**src/sv/base32_token_decoder_defines.svh**
```systemverilog
// assertion macros shared by the base32 token decoder rtl
`ifndef BASE32_TOKEN_DECODER_DEFINES_SVH
`define BASE32_TOKEN_DECODER_DEFINES_SVH

// property that must hold at every clock edge out of reset
`define B32TD_ASSERT(label, prop, msg) \
    label: assert property (@(posedge aclk) disable iff (!aresetn) (prop)) else $error(msg);

// condition that must never be seen at a clock edge out of reset
`define B32TD_NEVER(label, expr, msg) \
    label: assert property (@(posedge aclk) disable iff (!aresetn) !(expr)) else $error(msg);

`endif

```
**src/sv/b32td_pkg.sv**
```systemverilog
// types, constants and helpers for the base32 token decoder
package b32td_pkg;

    // payload counter width and output total width
    localparam int COUNT_BITS = 10;
    localparam int TOTAL_W    = 10;
    localparam int CMP_W      = (COUNT_BITS > TOTAL_W) ? COUNT_BITS : TOTAL_W;

    // result queue geometry
    localparam int FIFO_DEPTH = 4;
    localparam int FIFO_PTR_W = $clog2(FIFO_DEPTH);
    localparam int FIFO_CNT_W = $clog2(FIFO_DEPTH + 1);

    // configuration register indexes
    localparam logic [1:0] CFG_PSK_DIGIT = 2'd0;
    localparam logic [1:0] CFG_MIN_PSK   = 2'd1;
    localparam logic [1:0] CFG_MIN_OTHER = 2'd2;

    // result item kinds
    localparam logic KIND_BYTE   = 1'b0;
    localparam logic KIND_STATUS = 1'b1;

    // character codes
    localparam logic [7:0] CH_LOWER_A = 8'h61;
    localparam logic [7:0] CH_LOWER_Z = 8'h7A;
    localparam logic [7:0] CH_CASE    = 8'h20;
    localparam logic [7:0] CH_SPACE   = 8'h20;
    localparam logic [7:0] CH_TAB     = 8'h09;
    localparam logic [7:0] CH_CR      = 8'h0D;
    localparam logic [7:0] CH_A       = 8'h41;
    localparam logic [7:0] CH_Z       = 8'h5A;
    localparam logic [7:0] CH_S       = 8'h53;
    localparam logic [7:0] CH_P       = 8'h50;
    localparam logic [7:0] CH_COLON   = 8'h3A;
    localparam logic [7:0] CH_ZERO    = 8'h30;
    localparam logic [7:0] CH_ONE     = 8'h31;
    localparam logic [7:0] CH_TWO     = 8'h32;
    localparam logic [7:0] CH_SEVEN   = 8'h37;
    localparam logic [7:0] CH_NINE    = 8'h39;
    localparam logic [7:0] CH_EQ      = 8'h3D;
    localparam logic [7:0] SYM_DIGIT_BASE = 8'd26;

    // parse phases
    typedef enum logic [2:0] {
        PH_LEAD   = 3'd0,
        PH_S      = 3'd1,
        PH_SP     = 3'd2,
        PH_PREFIX = 3'd3,
        PH_DATA   = 3'd4,
        PH_EQ     = 3'd5,
        PH_WS     = 3'd6
    } phase_t;

    // final status codes
    typedef enum logic [2:0] {
        ST_OK     = 3'd0,
        ST_NOVER  = 3'd1,
        ST_BADCHR = 3'd2,
        ST_BADLEN = 3'd3,
        ST_SHORT  = 3'd4
    } status_t;

    // per-token parse state
    typedef struct packed {
        phase_t                  phase;
        logic [6:0]              bit_buf;
        logic [2:0]              bit_fill;
        logic [2:0]              mod8;
        logic                    version;
        logic [COUNT_BITS-1:0]   count;
        status_t                 err;
    } tok_state_t;

    localparam tok_state_t TOK_IDLE = '{
        phase:    PH_LEAD,
        bit_buf:  7'd0,
        bit_fill: 3'd0,
        mod8:     3'd0,
        version:  1'b0,
        count:    '0,
        err:      ST_OK
    };

    // configuration register set
    typedef struct packed {
        logic         psk_digit;
        logic [9:0]   min_psk;
        logic [9:0]   min_other;
    } cfg_t;

    // one result item
    typedef struct packed {
        logic                item_kind;
        logic [7:0]          data_byte;
        status_t             status_code;
        logic                version_digit;
        logic [TOTAL_W-1:0]  byte_total;
        logic                end_of_run;
    } res_t;

    // payload count clipped to the output total width
    function automatic logic [TOTAL_W-1:0] sat_total(input logic [COUNT_BITS-1:0] cnt);
        logic [CMP_W-1:0] wide;
        wide = CMP_W'(cnt);
        if (wide > CMP_W'({TOTAL_W{1'b1}})) begin
            return {TOTAL_W{1'b1}};
        end
        return wide[TOTAL_W-1:0];
    endfunction

endpackage

```
**src/sv/base32_token_decoder.sv**
```systemverilog
// top level of the streaming base32 pairing token decoder
//
//   port group   direction   transfer when        carries
//   cfg_*        in          cfg_wr_en            register index and value
//   s_*          in          s_valid && s_ready   one character and last flag
//   m_*          out         m_valid && m_ready   payload byte or final status
//
// one character per cycle while the result queue has room: a character is held
// in an input register, decoded from there and its results land in a four-entry
// result queue. a last character that also completes a byte gives two results;
// the queue drains one per cycle while m_ready is high, so input stalls only when
// it holds more than two. a result passes the input register, then a queue entry.
// reset is synchronous; no clearing pass, the block is ready right after it.
`include "base32_token_decoder_defines.svh"

module base32_token_decoder (
    input  logic        aclk,
    input  logic        aresetn,
    input  logic        cfg_wr_en,
    input  logic [1:0]  cfg_index,
    input  logic [9:0]  cfg_data,
    input  logic        s_valid,
    output logic        s_ready,
    input  logic [7:0]  s_char_code,
    input  logic        s_last_char,
    output logic        m_valid,
    input  logic        m_ready,
    output logic        m_item_kind,
    output logic [7:0]  m_data_byte,
    output logic [2:0]  m_status_code,
    output logic        m_version_digit,
    output logic [9:0]  m_byte_total,
    output logic        m_end_of_run
);

    b32td_pkg::cfg_t       cfg_reg, cfg_next;
    b32td_pkg::tok_state_t tok_reg, tok_next;
    logic                  in_valid_reg, in_valid_next;
    logic [7:0]            char_reg;
    logic                  last_reg;
    logic                  advance;
    logic                  room;
    logic                  s_xfer;
    logic [1:0]            step_cnt;
    logic [1:0]            push_cnt;
    b32td_pkg::res_t       res_a, res_b, head;

    // configuration register writes
    always_comb begin
        cfg_next = cfg_reg;
        if (cfg_wr_en) begin
            unique case (cfg_index)
                b32td_pkg::CFG_PSK_DIGIT: cfg_next.psk_digit = cfg_data[0];
                b32td_pkg::CFG_MIN_PSK:   cfg_next.min_psk   = cfg_data;
                b32td_pkg::CFG_MIN_OTHER: cfg_next.min_other = cfg_data;
                default:                  cfg_next           = cfg_reg;
            endcase
        end
    end

    always_ff @(posedge aclk) begin
        if (!aresetn) begin
            cfg_reg.psk_digit <= 1'b1;
            cfg_reg.min_psk   <= 10'd64;
            cfg_reg.min_other <= 10'd24;
        end else begin
            cfg_reg <= cfg_next;
        end
    end

    // input register and its handshake
    assign advance       = in_valid_reg && room;
    assign s_ready       = !in_valid_reg || advance;
    assign s_xfer        = s_valid && s_ready;
    assign in_valid_next = s_xfer ? 1'b1 : (advance ? 1'b0 : in_valid_reg);

    always_ff @(posedge aclk) begin
        if (!aresetn) begin
            in_valid_reg <= 1'b0;
        end else begin
            in_valid_reg <= in_valid_next;
        end
    end

    always_ff @(posedge aclk) begin
        if (s_xfer) begin
            char_reg <= s_char_code;
            last_reg <= s_last_char;
        end
    end

    // decode step
    b32td_step u_step (
        .tok       (tok_reg),
        .cfg       (cfg_reg),
        .char_code (char_reg),
        .last_char (last_reg),
        .tok_next  (tok_next),
        .res_a     (res_a),
        .res_b     (res_b),
        .push_cnt  (step_cnt)
    );

    // token state advances once per decoded character
    always_ff @(posedge aclk) begin
        if (!aresetn) begin
            tok_reg <= b32td_pkg::TOK_IDLE;
        end else if (advance) begin
            tok_reg <= tok_next;
        end
    end

    assign push_cnt = advance ? step_cnt : 2'd0;

    // result queue
    b32td_result_fifo u_fifo (
        .aclk     (aclk),
        .aresetn  (aresetn),
        .push_cnt (push_cnt),
        .res_a    (res_a),
        .res_b    (res_b),
        .room     (room),
        .m_valid  (m_valid),
        .m_ready  (m_ready),
        .head     (head)
    );

    // output fields
    assign m_item_kind     = head.item_kind;
    assign m_data_byte     = head.data_byte;
    assign m_status_code   = head.status_code;
    assign m_version_digit = head.version_digit;
    assign m_byte_total    = head.byte_total;
    assign m_end_of_run    = head.end_of_run;

    `B32TD_ASSERT(a_tok_clear_after_last, !(advance && last_reg) || (tok_next == b32td_pkg::TOK_IDLE), "token state not cleared on last character")
    `B32TD_NEVER(a_count_before_data, (tok_reg.phase < b32td_pkg::PH_DATA) && (tok_reg.count != '0), "payload counted before version")
    `B32TD_NEVER(a_stall_ready, in_valid_reg && !room && s_ready, "input ready while held character stalls")

endmodule

```
**src/sv/b32td_step.sv**
```systemverilog
// per-character parse, base32 decode and final status logic
module b32td_step (
    input  b32td_pkg::tok_state_t tok,
    input  b32td_pkg::cfg_t       cfg,
    input  logic [7:0]            char_code,
    input  logic                  last_char,
    output b32td_pkg::tok_state_t tok_next,
    output b32td_pkg::res_t       res_a,
    output b32td_pkg::res_t       res_b,
    output logic [1:0]            push_cnt
);

    logic [7:0]  ch;
    logic [7:0]  ch9;
    logic        ws;
    logic        sym_ok;
    logic [4:0]  sym_v;
    logic [11:0] acc;
    logic [3:0]  fill_sum;
    logic [2:0]  fill_new;
    logic [11:0] acc_shift;
    logic [11:0] keep_mask;
    logic        emit_byte;
    logic [7:0]  byte_val;
    logic        digit;
    b32td_pkg::tok_state_t upd;
    b32td_pkg::status_t    st;
    logic        data_phase;
    logic        ver;
    logic [9:0]  need;
    b32td_pkg::res_t byte_item;
    b32td_pkg::res_t stat_item;

    // case fold and character classes
    always_comb begin
        ch = char_code;
        if (char_code >= b32td_pkg::CH_LOWER_A && char_code <= b32td_pkg::CH_LOWER_Z) begin
            ch = char_code - b32td_pkg::CH_CASE;
        end
        ws = (ch == b32td_pkg::CH_SPACE) ||
             (ch >= b32td_pkg::CH_TAB && ch <= b32td_pkg::CH_CR);
        digit = (ch == b32td_pkg::CH_ZERO) || (ch == b32td_pkg::CH_ONE);
    end

    // base32 symbol value, 9 read as 2
    always_comb begin
        ch9    = (ch == b32td_pkg::CH_NINE) ? b32td_pkg::CH_TWO : ch;
        sym_ok = 1'b0;
        sym_v  = 5'd0;
        if (ch9 >= b32td_pkg::CH_A && ch9 <= b32td_pkg::CH_Z) begin
            sym_ok = 1'b1;
            sym_v  = 5'(ch9 - b32td_pkg::CH_A);
        end else if (ch9 >= b32td_pkg::CH_TWO && ch9 <= b32td_pkg::CH_SEVEN) begin
            sym_ok = 1'b1;
            sym_v  = 5'(ch9 - b32td_pkg::CH_TWO + b32td_pkg::SYM_DIGIT_BASE);
        end
    end

    // bit accumulator: leftover bits stay below the new fill level
    always_comb begin
        acc       = {tok.bit_buf, sym_v};
        fill_sum  = {1'b0, tok.bit_fill} + 4'd5;
        fill_new  = fill_sum[2:0];
        acc_shift = acc >> fill_new;
        byte_val  = acc_shift[7:0];
        keep_mask = (12'd1 << fill_new) - 12'd1;
    end

    // phase transitions
    always_comb begin
        upd       = tok;
        emit_byte = 1'b0;
        if (tok.err == b32td_pkg::ST_OK) begin
            unique case (tok.phase)
                b32td_pkg::PH_LEAD: begin
                    if (!ws) begin
                        if (ch == b32td_pkg::CH_S) begin
                            upd.phase = b32td_pkg::PH_S;
                        end else if (digit) begin
                            upd.version = ch[0];
                            upd.phase   = b32td_pkg::PH_DATA;
                        end else begin
                            upd.err = b32td_pkg::ST_NOVER;
                        end
                    end
                end
                b32td_pkg::PH_S: begin
                    if (ch == b32td_pkg::CH_P) upd.phase = b32td_pkg::PH_SP;
                    else upd.err = b32td_pkg::ST_NOVER;
                end
                b32td_pkg::PH_SP: begin
                    if (ch == b32td_pkg::CH_COLON) upd.phase = b32td_pkg::PH_PREFIX;
                    else upd.err = b32td_pkg::ST_NOVER;
                end
                b32td_pkg::PH_PREFIX: begin
                    if (digit) begin
                        upd.version = ch[0];
                        upd.phase   = b32td_pkg::PH_DATA;
                    end else begin
                        upd.err = b32td_pkg::ST_NOVER;
                    end
                end
                b32td_pkg::PH_DATA: begin
                    if (ws) begin
                        upd.phase = b32td_pkg::PH_WS;
                    end else if (ch == b32td_pkg::CH_EQ) begin
                        upd.phase = b32td_pkg::PH_EQ;
                    end else if (!sym_ok) begin
                        upd.err = b32td_pkg::ST_BADCHR;
                    end else begin
                        upd.mod8     = tok.mod8 + 3'd1;
                        upd.bit_buf  = 7'(acc & keep_mask);
                        upd.bit_fill = fill_new;
                        emit_byte    = fill_sum[3];
                        if (fill_sum[3] && tok.count != {b32td_pkg::COUNT_BITS{1'b1}}) begin
                            upd.count = tok.count + 1'b1;
                        end
                    end
                end
                b32td_pkg::PH_EQ: begin
                    if (ws) upd.phase = b32td_pkg::PH_WS;
                    else if (ch != b32td_pkg::CH_EQ) upd.err = b32td_pkg::ST_BADCHR;
                end
                default: begin
                    if (!ws) upd.err = b32td_pkg::ST_BADCHR;
                end
            endcase
        end
    end

    // final status from the updated state
    always_comb begin
        data_phase = (upd.phase >= b32td_pkg::PH_DATA);
        ver        = data_phase ? upd.version : 1'b0;
        need       = (ver == cfg.psk_digit) ? cfg.min_psk : cfg.min_other;
        st         = upd.err;
        if (st == b32td_pkg::ST_OK && !data_phase) begin
            st = b32td_pkg::ST_NOVER;
        end
        if (st == b32td_pkg::ST_OK &&
            (upd.mod8 == 3'd1 || upd.mod8 == 3'd3 || upd.mod8 == 3'd6)) begin
            st = b32td_pkg::ST_BADLEN;
        end
        if (st == b32td_pkg::ST_OK &&
            b32td_pkg::CMP_W'(upd.count) < b32td_pkg::CMP_W'(need)) begin
            st = b32td_pkg::ST_SHORT;
        end
    end

    // result items, byte first then status
    always_comb begin
        byte_item               = '0;
        byte_item.item_kind     = b32td_pkg::KIND_BYTE;
        byte_item.data_byte     = byte_val;
        byte_item.status_code   = b32td_pkg::ST_OK;

        stat_item               = '0;
        stat_item.item_kind     = b32td_pkg::KIND_STATUS;
        stat_item.status_code   = st;
        stat_item.version_digit = ver;
        stat_item.byte_total    = b32td_pkg::sat_total(upd.count);
        stat_item.end_of_run    = 1'b1;

        res_a    = emit_byte ? byte_item : stat_item;
        res_b    = stat_item;
        push_cnt = {1'b0, emit_byte} + {1'b0, last_char};
        tok_next = last_char ? b32td_pkg::TOK_IDLE : upd;
    end

endmodule

```
**src/sv/b32td_result_fifo.sv**
```systemverilog
// small result queue taking up to two items per cycle, draining one while m_ready is high
`include "base32_token_decoder_defines.svh"

module b32td_result_fifo (
    input  logic            aclk,
    input  logic            aresetn,
    input  logic [1:0]      push_cnt,
    input  b32td_pkg::res_t res_a,
    input  b32td_pkg::res_t res_b,
    output logic            room,
    output logic            m_valid,
    input  logic            m_ready,
    output b32td_pkg::res_t head
);

    b32td_pkg::res_t entry_reg [b32td_pkg::FIFO_DEPTH];
    logic [b32td_pkg::FIFO_PTR_W-1:0] wr_ptr_reg, wr_ptr_next;
    logic [b32td_pkg::FIFO_PTR_W-1:0] rd_ptr_reg, rd_ptr_next;
    logic [b32td_pkg::FIFO_CNT_W-1:0] count_reg, count_next;
    logic [b32td_pkg::FIFO_PTR_W-1:0] wr_ptr_inc;
    logic pop;

    // handshake and occupancy
    assign m_valid    = (count_reg != '0);
    assign pop        = m_valid && m_ready;
    assign room       = (count_reg <= b32td_pkg::FIFO_CNT_W'(b32td_pkg::FIFO_DEPTH - 2));
    assign head       = entry_reg[rd_ptr_reg];
    assign wr_ptr_inc = wr_ptr_reg + 1'b1;

    always_comb begin
        wr_ptr_next = wr_ptr_reg + b32td_pkg::FIFO_PTR_W'(push_cnt);
        rd_ptr_next = rd_ptr_reg + b32td_pkg::FIFO_PTR_W'(pop);
        count_next  = count_reg + b32td_pkg::FIFO_CNT_W'(push_cnt)
                    - b32td_pkg::FIFO_CNT_W'(pop);
    end

    // pointers and count
    always_ff @(posedge aclk) begin
        if (!aresetn) begin
            wr_ptr_reg <= '0;
            rd_ptr_reg <= '0;
            count_reg  <= '0;
        end else begin
            wr_ptr_reg <= wr_ptr_next;
            rd_ptr_reg <= rd_ptr_next;
            count_reg  <= count_next;
        end
    end

    // entry storage
    always_ff @(posedge aclk) begin
        if (push_cnt != 2'd0) begin
            entry_reg[wr_ptr_reg] <= res_a;
        end
        if (push_cnt == 2'd2) begin
            entry_reg[wr_ptr_inc] <= res_b;
        end
    end

    `B32TD_NEVER(a_fifo_overflow, count_reg > b32td_pkg::FIFO_CNT_W'(b32td_pkg::FIFO_DEPTH), "result queue overflow")
    `B32TD_ASSERT(a_fifo_empty_ptrs, (count_reg != '0) || (wr_ptr_reg == rd_ptr_reg), "empty queue with split pointers")
    `B32TD_NEVER(a_fifo_push_no_room, (push_cnt != 2'd0) && !room, "push into queue without room")

endmodule

```
**config.mk**
```make
export PLATFORM = sky130hd
export DESIGN_NAME = base32_token_decoder
export DESIGN_NICKNAME = d
export VERILOG_FILES = /design/src/sv/b32td_pkg.sv /design/src/sv/base32_token_decoder.sv /design/src/sv/b32td_step.sv /design/src/sv/b32td_result_fifo.sv
export VERILOG_INCLUDE_DIRS = /design/src /design/src/sv
export SDC_FILE = /design/constraint.sdc
export NUM_CORES = 1
export LEC_CHECK = 0
export ABC_AREA = 1
export BUFFER_PORTS_ARGS = -buffer_cell sky130_fd_sc_hd__buf_2
export CAP_MARGIN = 10
export CORE_ASPECT_RATIO = 1.1
export CORE_MARGIN = 2
export CORE_UTILIZATION = 45
export DETAILED_ROUTE_END_ITERATION = 8
export SYNTH_ARGS = -nofsm -noshare
export SYNTH_HDL_FRONTEND = slang
export SYNTH_SLANG_ARGS = --single-unit
```
**constraint.sdc**
```tcl
create_clock -name aclk -period 12.7 [get_ports aclk]
set_clock_uncertainty 0.05 [all_clocks]
set_input_delay 0.635 -clock aclk [delete_from_list [all_inputs] [get_ports aclk]]
set_output_delay 0.635 -clock aclk [all_outputs]
set_load 0.05 [all_outputs]
```
Yosys cells after proc, flatten, opt, wreduce, memory -nomap -nowiden --
Memories as Yosys holds them, arrays and structs flattened. A register that Yosys moved wholly into a read port is not among the register bits. Cells that the tools add are included.
Storage, ports and cells: bits in registers 68, bits in writable memories 96, memories kept 1
Memories:
- u_fifo.entry_reg | words 4, width 24, read ports 1, clocked after Yosys merged registers in 1, write ports 2, line b32td_result_fifo.sv:16 | b32td_pkg::res_t entry_reg [b32td_pkg::FIFO_DEPTH];
Cells by class: add/sub/neg operators 14, magnitude comparators 12, equal/unequal tests 24, shift operators 2, mux-type cells 62, bitwise gates (word level) 1, reduce and logical (&&, ||, !) cells 34
Operator list (count):
- $mux W13 | 6
- $mux W10 | 6
- $mux W3 | 20
- $mux W30 | 2
- $eq A8 B6 Y1 const B | 6
- $pmux W3 S6 | 2
- $mux W24 | 1
- $mux W1 | 18
- $eq A8 B7 Y1 const B | 2
- $ge A8 B7 Y1 const B | 2
- $le A8 B7 Y1 const B | 2
- $mux W8 | 2
- $logic_not A3 Y1 | 5
- $shr A12 B3 Y8 | 1
- $logic_and A1 B1 Y1 | 11
- $add A10 B1 Y10 const B | 1
- $gt A10 B10 Y1 const B | 1
- $lt A10 B10 Y1 | 1
- $mux W5 | 2
- $ne A10 B10 Y1 const B | 1
- $reduce_bool A2 Y1 | 5
- $eq A3 B2 Y1 const B | 3
- $eq A3 B3 Y1 const B | 3
- $ge A8 B4 Y1 const B | 1
- 34 further kinds | 45

Depth between registers and ports, before layout --
Gate-level depths: netlist of run 1.
word-level depth 26, mapped depth 30, gate-level depth less buffers 29

By module --
A second synthesis of run 1 with hierarchy kept.
Second synthesis, totals: cells, all modules 1306, area, all modules 10104.7 um^2
Modules (own cells, without submodules):
- b32td_result_fifo | times used 1, cells an instance 526, area an instance 5079.9 um^2
- b32td_step | times used 1, cells an instance 502, area an instance 2778.9 um^2
- base32_token_decoder | times used 1, cells an instance 278, area an instance 2245.9 um^2

Worst setup path after synthesis of run 1 --
No wires, ideal clock.
kind register to register, from reg char_reg[5], to mem u_fifo.entry_reg[0][12] in the netlist's numbering (data pin), setup time 262 ps, arrival 4104 ps, data required time 12388 ps, slack 8284 ps, stages on the path, launching flop included 28, path through edfxtp_1 inv_2 ha_1 inv_1 nand4_1 nand2_2 nor2_4 nand3_1 nand2_1 ha_1 nor2_1 nand2_1 o2111ai_2 nand2_4 nand2_4 clkinv_4 nand2_2 clkinv_1 ha_1 inv_1 nor2_1 nor2_1 nor3_1 nor2_1 inv_1 o21ai_2 buf_2 nor2_1
RTL lines:
- start: declaration | line base32_token_decoder.sv:39 | logic [7:0] char_reg;
- start signal: assignment | line base32_token_decoder.sv:87 | char_reg <= s_char_code;
- end: declaration | line b32td_result_fifo.sv:16

==> flow_summary.ini, run 1 <==
[floorplan]
dieArea_um2 = 19620
start_util_pct = 45.58
chipHeight_um = 146.7
pin_count = 52
row_count = 52
die_w_um = 133.7
core_um2 = 18280

[sta]
worstMarginPinSlew_ns = 1.046
post-route-period-util_pct = 42.49
drv_slew = 0
timing.final.ws_setup_ns = 7.303
hold-worst-slack_ns = 0.3299
finalCriticalPeriod_ns = 5.397
tns_ns = 0
slew_headroom_pct = 30.16
rsz0062_at_grt = no
hold_viol = 0
fmax_ghz = 0.1853
setup_viol = 0

[clocking]
clkTransAtPathRegs_ns = 0.07
cts_root_buffer = clkbuf_16
cts_tree = built
cts_buffer_depth = 2
clkSinkCount = 160
cts_made_buffers = 17
post_cts_resized = 0
postCtsSetupBuffers = 0
htreeDepth = 4
ctsHoldBuffers = 0
clk_latency_ns = 0.43

[run_status]
outcome = completed

[final_layout]
area_delta_synth_final_pct = 12.31
drive_gt1_share_pct = 11.70
nets = 1167
utilization_pct = 51.19
diodes = 0
stdcell_area_um2 = 9359
largest_register_ffs = 92
final_cells = 1371

[critical_path]
reg2reg_depth = 26
cp-start-kind = flop
end_kind = flop
reg2reg_to = u_fifo.entry_reg[3][4]
rrSetupSlack_ns = 7.30
worstSetupPathType = flop to flop
worst-path-max-fanout = 15
worstReg2RegStart = char_reg[1]
critPathRequiredTime_ns = 12.80
critPathArrivalTime_ns = 5.49

[synth]
seq_area_frac_synth_pct = 46.25
postSynth.asyncResetShare_pct = 0
yosysUniqueCellTypes = 48
yosysWarningCount = 0
ys.flop_type = dfxtp_1
ys_ff_latch = 160
postSynthAreaPerCell_um2 = 7.737
netlist_instances = 1077
syn_area_um2 = 8333
synthesis.nets = 1129
synth_edf_count = 65

[pwr]
leakagePower_nw = 3.749
ir_drop_v = 0.0001307
p_total_mw = 1.481
cellPowerDensity_nw_per_um2 = 158.2

[run]
max-cap-violations = 0

[global_routing]
grt_pass1_vias = 6560
grt_max_degree = 49
antenna_found_initial = 0
grt_overflow = 0
grt_pass1_wl_um = 32810
track_usage_pct = 20.83

[place]
routabilityCongestion = 0.8634
dp_slack_ns = 7.334
hpwl_um = 14310
io_buffers = 51
dp_cells = 1339
placed_area_um2 = 8783

[min_path]
min_to = char_reg[5]
hold_depth = 1
hp-class = input pin to flop
hp-start = s_char_code[5]

[drt]
firstDrtPassIters = 5
vias_per_cell = 5.187
wl_per_cell_um = 14.45
drc = 0
first_iter_violations = 473
wirelength_um = 19810
routed-via-count = 7112
ant_nets = 0
## final cells by class
cell class | instances | area, µm²
clock buffers | 17 | 425.4
clock inverters | 15 | 150.1
fillers | 1785 | 8924
inverters | 122 | 462.9
multi-input cells | 757 | 3862
flip-flops and latches | 160 | 3854
well taps | 243 | 304.0
repair buffers | 57 | 300.3
## power breakdown
group	internal [mW]	switching (mW)	leakage (nW)
clock network	0.275	0.222	0.276
logic	0.100	0.315	2.07
registers	0.555	0.0135	1.40
## critical path: stages, from the launching register on
cell and delay, ns:
edfxtp_1 0.50, nor2_1 0.17, nand3_2 0.18, nand3_4 0.13, nand2_1 0.07, nand2_2 0.08
nor2_4 0.06, nand3_1 0.11, nand2_1 0.10, ha_1 0.19, nor2_1 0.10, nand2_1 0.06
o2111ai_2 0.14, nand2_4 0.14, nand2_4 0.12, clkinv_4 0.06, nand2_2 0.15, clkinv_1 0.24
ha_1 0.36, inv_1 0.06, nor2_1 0.06, nor2_1 0.30, nor3_1 0.13, nor2_1 0.52
inv_1 0.50, o21ai_2 0.42, nor2_1 0.12
## cell families after synthesis
family	after synthesis	share of synthesized area, %
AOI/OAI and AO/OA	251	16.65
muxes	1	0.1201
xor gates and xnor gates	12	1.261
and+or+nand+nor	467	24.32
buffers and inverters	160	7.403
adders and majority gates	26	3.994
DFF	160	46.25
## synth_stat cells (5+ instances only)
| library cell | count | area, µm² |
|---|---|---|
| nand2_1 | 191 | 716.9 |
| nor2_1 | 175 | 656.9 |
| o21ai_0 | 130 | 650.6 |
| inv_1 | 113 | 424.2 |
| dfxtp_1 | 95 | 1902 |
| a21oi_1 | 65 | 325.3 |
| edfxtp_1 | 65 | 1952 |
| clkbuf_1 | 29 | 108.9 |
| nand3_1 | 27 | 135.1 |
| o22ai_1 | 26 | 162.7 |
| ha_1 | 25 | 312.8 |
| nor3_1 | 22 | 110.1 |
| nand4_1 | 14 | 87.58 |
| nand2_2 | 12 | 75.07 |
| o211ai_1 | 7 | 52.55 |
| a211oi_1 | 6 | 45.04 |
| buf_2 | 6 | 30.03 |
| xnor2_1 | 6 | 52.55 |
| xor2_1 | 6 | 52.55 |
| inv_2 | 5 | 18.77 |
## cells in the final DEF (no fill, tap or decap), types with 7 or more instances in the layout
| cell type | instances |
|---|---|
| dfxtp_1 | 95 |
| o21ai_0 | 130 |
| nand2_1 | 191 |
| nand3_1 | 27 |
| ha_1 | 25 |
| edfxtp_1 | 65 |
| nand4_1 | 14 |
| nor2_1 | 175 |
| o211ai_1 | 7 |
| nor3_1 | 22 |
| inv_1 | 113 |
| nand2_2 | 12 |
| buf_2 | 51 |
| a21oi_1 | 65 |
| clkbuf_16 | 17 |
| o22ai_1 | 26 |
## worst max-delay path by stage
stage,endpoint,from,depth (start not counted)
2_1_floorplan,u_fifo.entry_reg[0][12],char_reg[5],27
3_3_place_gp,u_fifo.entry_reg[3][5],char_reg[1],26
3_5_place_dp,u_fifo.entry_reg[3][4],char_reg[1],26
4_1_cts,u_fifo.entry_reg[3][4],char_reg[1],26
5_1_grt,u_fifo.entry_reg[3][4],char_reg[3],26
6_report,u_fifo.entry_reg[3][4],char_reg[1],26
## layer usage
| layer | up-vias | part of all wire, % | routed length [µm] | track usage, % |
|---|---|---|---|---|
| met5 | - | 0 | 0 | 0 |
| met4 | 0 | 1.5 | 301 | 6.702 |
| met3 | 22 | 3.6 | 712 | 3.071 |
| met2 | 145 | 47 | 9277 | 33.77 |
| met1 | 3275 | 48 | 9513 | 28.72 |
| li1 | 3670 | - | - | - |
No activity file was read; power rests on OpenSTA's default activity.
==> inputs of run 2 (changes only) <==
--- a/config.mk
+++ b/config.mk
@@ -6,7 +6,7 @@
 export SDC_FILE = /design/constraint.sdc
 export NUM_CORES = 1
 export LEC_CHECK = 0
-export ABC_AREA = 1
+export ABC_AREA = 0
 export BUFFER_PORTS_ARGS = -buffer_cell sky130_fd_sc_hd__buf_2
 export CAP_MARGIN = 10
 export CORE_ASPECT_RATIO = 1.1
==> constraint.sdc (replaced) <==
create_clock -name aclk -period 4.4 [get_ports aclk]
set_clock_uncertainty 0.05 [all_clocks]
set_input_delay 0.22 -clock aclk [delete_from_list [all_inputs] [get_ports aclk]]
set_output_delay 0.22 -clock aclk [all_outputs]
set_load 0.05 [all_outputs]
==> run 2 against run 1 <==
Routed wire length grew 0.73%. Critical path depth down 9. Synthesized cell count fell by 20%. Global-route usage increased by 0.13 points. Non-clock buffer count up 72. Sequential share of layout area shrank 3.5 points. Worst setup slack worse by 7.3 ns. Combinational power grew 110%. Hold slack worse by 0.26 ns. Total power rose to 2.7 times the previous value. Via count shrank 7.5%. Critical path type unchanged.
==> flow_summary.ini, run 2 <==
[final_layout]
final_cell_mix = 114 x nor2_1, 102 x nand2_1, 95 x dfxtp_1, 65 x edfxtp_1, 56 x buf_4
multi_input_area_um2 = 4448
final_cells = 1222
utilization_pct = 55.37
drive_gt1_share_pct = 22.17
nets = 1018
stdcell_area_um2 = 10230
area_delta_synth_final_pct = 19.81
seqCellArea_um2 = 3854
diodes = 0
largest_register_ffs = 92
fillers = 1676
final_common_cell = nor2_1

[sta]
hold_viol = 0
drv_slew = 0
rsz0062_at_grt = yes
worstMarginPinSlew_ns = 1.117
finalCriticalPeriod_ns = 4.395
setup_viol = 0
fmax_ghz = 0.2275
post-route-period-util_pct = 99.89
slew_headroom_pct = 25.45

[synth]
synth_edf_count = 65
postSynthAreaPerCell_um2 = 9.895
seq_area_frac_synth_pct = 45.13
synth_top_area_share_pct = 22.86
yosys.area.top_type = edfxtp_1
ys.flop_type = dfxtp_1
synthesis.nets = 915
yosysWarningCount = 0
yosysUniqueCellTypes = 89
netlist_instances = 863
synth_top_cells_by_area = edfxtp_1 23%, dfxtp_1 22%, mux4_2 6.3%, nor2_1 5.0%, nand2_1 4.6%
synth.most_common_cell = nor2_1
syn_area_um2 = 8539
ys_ff_latch = 160
postSynth.asyncResetShare_pct = 0
synthTopCellsByCount = 114 x nor2_1, 104 x nand2_1, 95 x dfxtp_1, 65 x edfxtp_1, 52 x o21ai_0

[place]
placed_area_um2 = 9348
dp_cells = 1164
routabilityCongestion = 0.8521
hpwl_um = 14170
io_buffers = 51

[drt]
wl_per_cell_um = 16.32
drc = 0
vias_per_cell = 5.385
first_iter_violations = 344
ant_nets = 0
wirelength_um = 19950
firstDrtPassIters = 5
routed-via-count = 6581

[critical_path]
worst-path-max-fanout = 7
worstSetupPathType = flop to flop
critPathArrivalTime_ns = 4.64
rrSetupSlack_ns = 0.005
cp-start-kind = flop
critPathRequiredTime_ns = 4.64
end_kind = flop

[clocking]
clkSinkCount = 160
cts_made_buffers = 17
cts_tree = built
clkTransAtPathRegs_ns = 0.07
cts_buffer_depth = 2
clk_latency_ns = 0.44
htreeDepth = 4
cts_root_buffer = clkbuf_16

[global_routing]
grt_pass1_vias = 6463
grt_max_degree = 36
grt_overflow = 0
track_usage_pct = 20.96
antenna_found_initial = 0
grt_pass1_wl_um = 32950

[floorplan]
core_um2 = 18480
start_util_pct = 46.21
die_w_um = 135.3
dieArea_um2 = 20100
chipHeight_um = 148.5
pin_count = 52
row_count = 52

[run]
max-cap-violations = 0

[pwr]
cellPowerDensity_nw_per_um2 = 395.3
ir_drop_v = 0.0003358
leakagePower_nw = 3.966

[min_path]
hp-class = input pin to flop

[run_status]
outcome = completed
-- run 2: changes by cell type in the layout (fill, tap and decap cells not counted), moves of 16 or more --
| cell | delta |
|---|---|
| buf_4 | +50 |
| o22ai_1 | -23 |
| nor2_1 | -61 |
| mux4_2 | +24 |
| nand2_1 | -89 |
| inv_1 | -83 |
| dlygate4sd3_1 | +20 |
| o21ai_0 | -80 |
| mux2i_1 | +36 |
| and2_1 | +18 |
| a21oi_1 | -41 |
| nand3_1 | -16 |
-- run 2: stage by stage --
stage,worst slack (ns),hold WS (ns),TNS (ns),power (mW)
finish,0.004908,0.06540,0,4.045
global route,-0.2684,0.08967,-0.9464,4.211
CTS,-0.008225,0.04994,-0.008225,4.075
detailed placement,0.01540,0.3481,0,2.555
global placement,0.07225,0.3465,0,2.549
floorplan,0.01140,0.2689,0,2.358
-- run 2: path summary, 6_finish.rpt --
path,startpoint,to,depth (start not counted)
worst max-delay path,char_reg[6],u_fifo.entry_reg[1][14],17
worst min-delay path,cfg_index[1],cfg_reg[20],4
worst max register to register,char_reg[6],u_fifo.entry_reg[1][14],17
worst min register to register,u_fifo.entry_reg[3][15],u_fifo.entry_reg[3][15],2
-- run 2: cells by family after synthesis --
logic type | after synthesis | synth area share [%]
xor gates and xnor gates | 24 | 2.681
buffers and inverters | 77 | 3.692
AOI/OAI and AO/OA | 167 | 13.63
and+or+nand+nor | 342 | 19.38
adders and majority gates | 26 | 3.897
muxes | 67 | 11.59
DFF | 160 | 45.13
-- run 2: timing repair --
item	in CTS	in global routing
pin swaps	0	3
setup endpoints to repair	1	4
buffers inserted	0	6
endpoints found under the hold margin	31	0
gates resized for setup	0	8
hold buffers	20	0
-- run 2: layout make-up --
| class | count | share of cell area [%] |
|---|---|---|
| Clock buffer | 17 | 4.158 |
| Clock inverter | 15 | 1.773 |
| Inverter | 32 | 1.174 |
| Multi-Input combinational cell | 626 | 43.48 |
| Sequential cell | 160 | 37.67 |
| Tap cell | 243 | 2.972 |
| Timing Repair Buffer | 129 | 8.781 |
-- run 2: power breakdown --
| part | total [mW] | leakage (nW) | internal, mW | switching, mW |
|---|---|---|---|---|
| Combinational | 0.851 | 2.30 | 0.325 | 0.526 |
| Clock | 1.51 | 0.296 | 0.773 | 0.735 |
| Sequential | 1.69 | 1.37 | 1.59 | 0.0916 |
-- run 2: worst max-delay path: stages, from the launching register on --
cell and delay [ns]:
edfxtp_1 0.42, and4bb_2 0.33, nand2_2 0.09, o31ai_4 0.19
ha_2 0.20, or4_4 0.12, o211ai_4 0.07, o22a_4 0.30
or4b_1 0.61, nor2_1 0.18, xnor2_1 0.18, inv_1 0.10
ha_1 0.34, o21a_1 0.12, a2111o_1 0.39, o41ai_4 0.33
nand3b_1 0.12, nor2_1 0.13
-- run 2: layer usage --
metal	global-route usage [%]	vias up	wire length, µm	part of all wire (%)
li1	-	3314	-	-
met1	27.40	3132	9249	46
met2	35.61	109	9758	49
met3	3.306	26	638	3.2
met4	6.927	0	301	1.5
met5	0	-	0	0
==> inputs of run 3 (changes only) <==
--- a/config.mk
+++ b/config.mk
@@ -6,7 +6,7 @@
 export SDC_FILE = /design/constraint.sdc
 export NUM_CORES = 1
 export LEC_CHECK = 0
-export ABC_AREA = 0
+export ABC_AREA = 1
 export BUFFER_PORTS_ARGS = -buffer_cell sky130_fd_sc_hd__buf_2
 export CAP_MARGIN = 10
 export CORE_ASPECT_RATIO = 1.1
==> run 3 against run 2 <==
Utilization is 0.89 points lower. Routed wire length is 2.6% higher. Sequential share of layout area is 1.0 points higher. Cell area is 2.6% lower. Total power is 8.1% higher. Worst setup slack better by 0.30 ns. Hold slack worse by 0.050 ns. Critical path depth is 10 higher.
==> flow_summary.ini, run 3 (synthesis gave the netlist of run 1 again) <==
[clocking]
cts_root_buffer = clkbuf_16
clk_latency_ns = 0.44
cts_made_buffers = 17
cts_buffer_depth = 2
cts_tree = built
htreeDepth = 4
clkTransAtPathRegs_ns = 0.07
clkSinkCount = 160

[global_routing]
grt_max_degree = 47
grt_pass1_wl_um = 33520
antenna_found_initial = 0
grt_pass1_vias = 6887
track_usage_pct = 21.42
grt_overflow = 0

[sta]
hold-worst-slack_ns = 0.01585
post-route-period-util_pct = 93.04
timing.final.ws_setup_ns = 0.3063
slew_headroom_pct = 26.05
drv_slew = 0
fmax_ghz = 0.2443
finalCriticalPeriod_ns = 4.094
tns_ns = 0
setup_viol = 0
worstMarginPinSlew_ns = 1.108
hold_viol = 0

[pwr]
cellPowerDensity_nw_per_um2 = 438.9
ir_drop_v = 0.0004567
p_total_mw = 4.372
leakagePower_nw = 4.003

[place]
routabilityCongestion = 0.8786
dp_cells = 1359
placed_area_um2 = 8934
hpwl_um = 13620
dp_slack_ns = 0.1057
io_buffers = 51

[final_layout]
stdcell_area_um2 = 9961
area_delta_synth_final_pct = 19.53
largest_register_ffs = 92
final_common_cell = nand2_1
seqCellArea_um2 = 3854
final_cell_mix = 189 x nand2_1, 170 x nor2_1, 130 x o21ai_0, 108 x inv_1, 95 x dfxtp_1
utilization_pct = 54.48
drive_gt1_share_pct = 15.66
multi_input_area_um2 = 4021
final_cells = 1418
nets = 1214
fillers = 1754
diodes = 0

[floorplan]
chipHeight_um = 146.7
core_um2 = 18280
start_util_pct = 45.58
die_w_um = 133.7
dieArea_um2 = 19620
pin_count = 52
row_count = 52

[critical_path]
worstReg2RegStart = char_reg[5]
reg2reg_to = u_fifo.entry_reg[0][14]
end_kind = flop
critPathArrivalTime_ns = 4.33
rrSetupSlack_ns = 0.31
slowest_delay_ns = 0.44
critPathRequiredTime_ns = 4.64
worst-path-max-fanout = 9
startpoint = char_reg[5]
crit_path_top_delay_cell = edfxtp_1
worstSetupPathType = flop to flop
reg2reg_depth = 27
cp-start-kind = flop

[min_path]
hp-start = s_valid
min_to = in_valid_reg
hp-class = input pin to flop
hold_depth = 3

[drt]
wl_per_cell_um = 14.44
wirelength_um = 20480
firstDrtPassIters = 5
first_iter_violations = 567
drc = 0
ant_nets = 0
vias_per_cell = 5.159
routed-via-count = 7316

[run]
max-cap-violations = 0

[run_status]
outcome = completed
run 3: cell types whose count changed in the layout (fill, tap and decap cells not counted), sizes merged, moves of 37 or more:
cell,previous run,this run
nand2,104,207
inv,38,125
o21ai,66,136
nor2,115,179
a21oi,25,65
mux2i,38,1
run 3: layout make-up:
| cell class | count | area share, % |
|---|---|---|
| Timing Repair Buffer | 104 | 7.147 |
| Multi-Input combinational cell | 757 | 40.37 |
| Tap cell | 243 | 3.052 |
| Inverter | 122 | 4.648 |
| Clock buffer | 17 | 4.271 |
| Clock inverter | 15 | 1.821 |
| Sequential cell | 160 | 38.69 |
run 3: how the worst max path moves through the flow:
| stage | end | slack, ns | cells after the start |
|---|---|---|---|
| floorplan | u_fifo.entry_reg[1][12] | 0.09 | 27 |
| global placement | u_fifo.entry_reg[2][14] | 0.22 | 25 |
| detailed placement | u_fifo.entry_reg[1][14] | 0.11 | 27 |
| CTS | u_fifo.entry_reg[2][14] | 0.08 | 27 |
| global route | u_fifo.entry_reg[2][3] | -0.06 | 26 |
| finish | u_fifo.entry_reg[0][14] | 0.31 | 27 |
run 3: metal layers:
metal	up-vias	global-route usage (%)	wire, µm
met4	0	8.830	477
met5	-	0	0
met3	41	4.210	785
li1	3781	-	-
met1	3350	27.79	9403
met2	144	35.08	9809
run 3: worst max-delay path: cells and delay by family (launching register included):
family	cells	cell delay [ns]
AOI/OAI and AO/OA	4	0.67
adders and majority gates	3	0.75
buffers and inverters	5	0.48
DFF	1	0.44
and+or+nand+nor	15	1.55
run 3: repair_timing:
item | in CTS | in global routing
setup buffers | 0 | 8
hold endpoints to repair | 20 | 0
resized for setup | 0 | 35
endpoints found under the setup margin | 0 | 131
hold buffers | 19 | 0
run 3: power breakdown:
part | switching, mW | leakage [nW] | internal [mW]
Clock | 0.717 | 0.296 | 0.770
Sequential | 0.0633 | 1.40 | 1.60
Combinational | 0.903 | 2.30 | 0.318
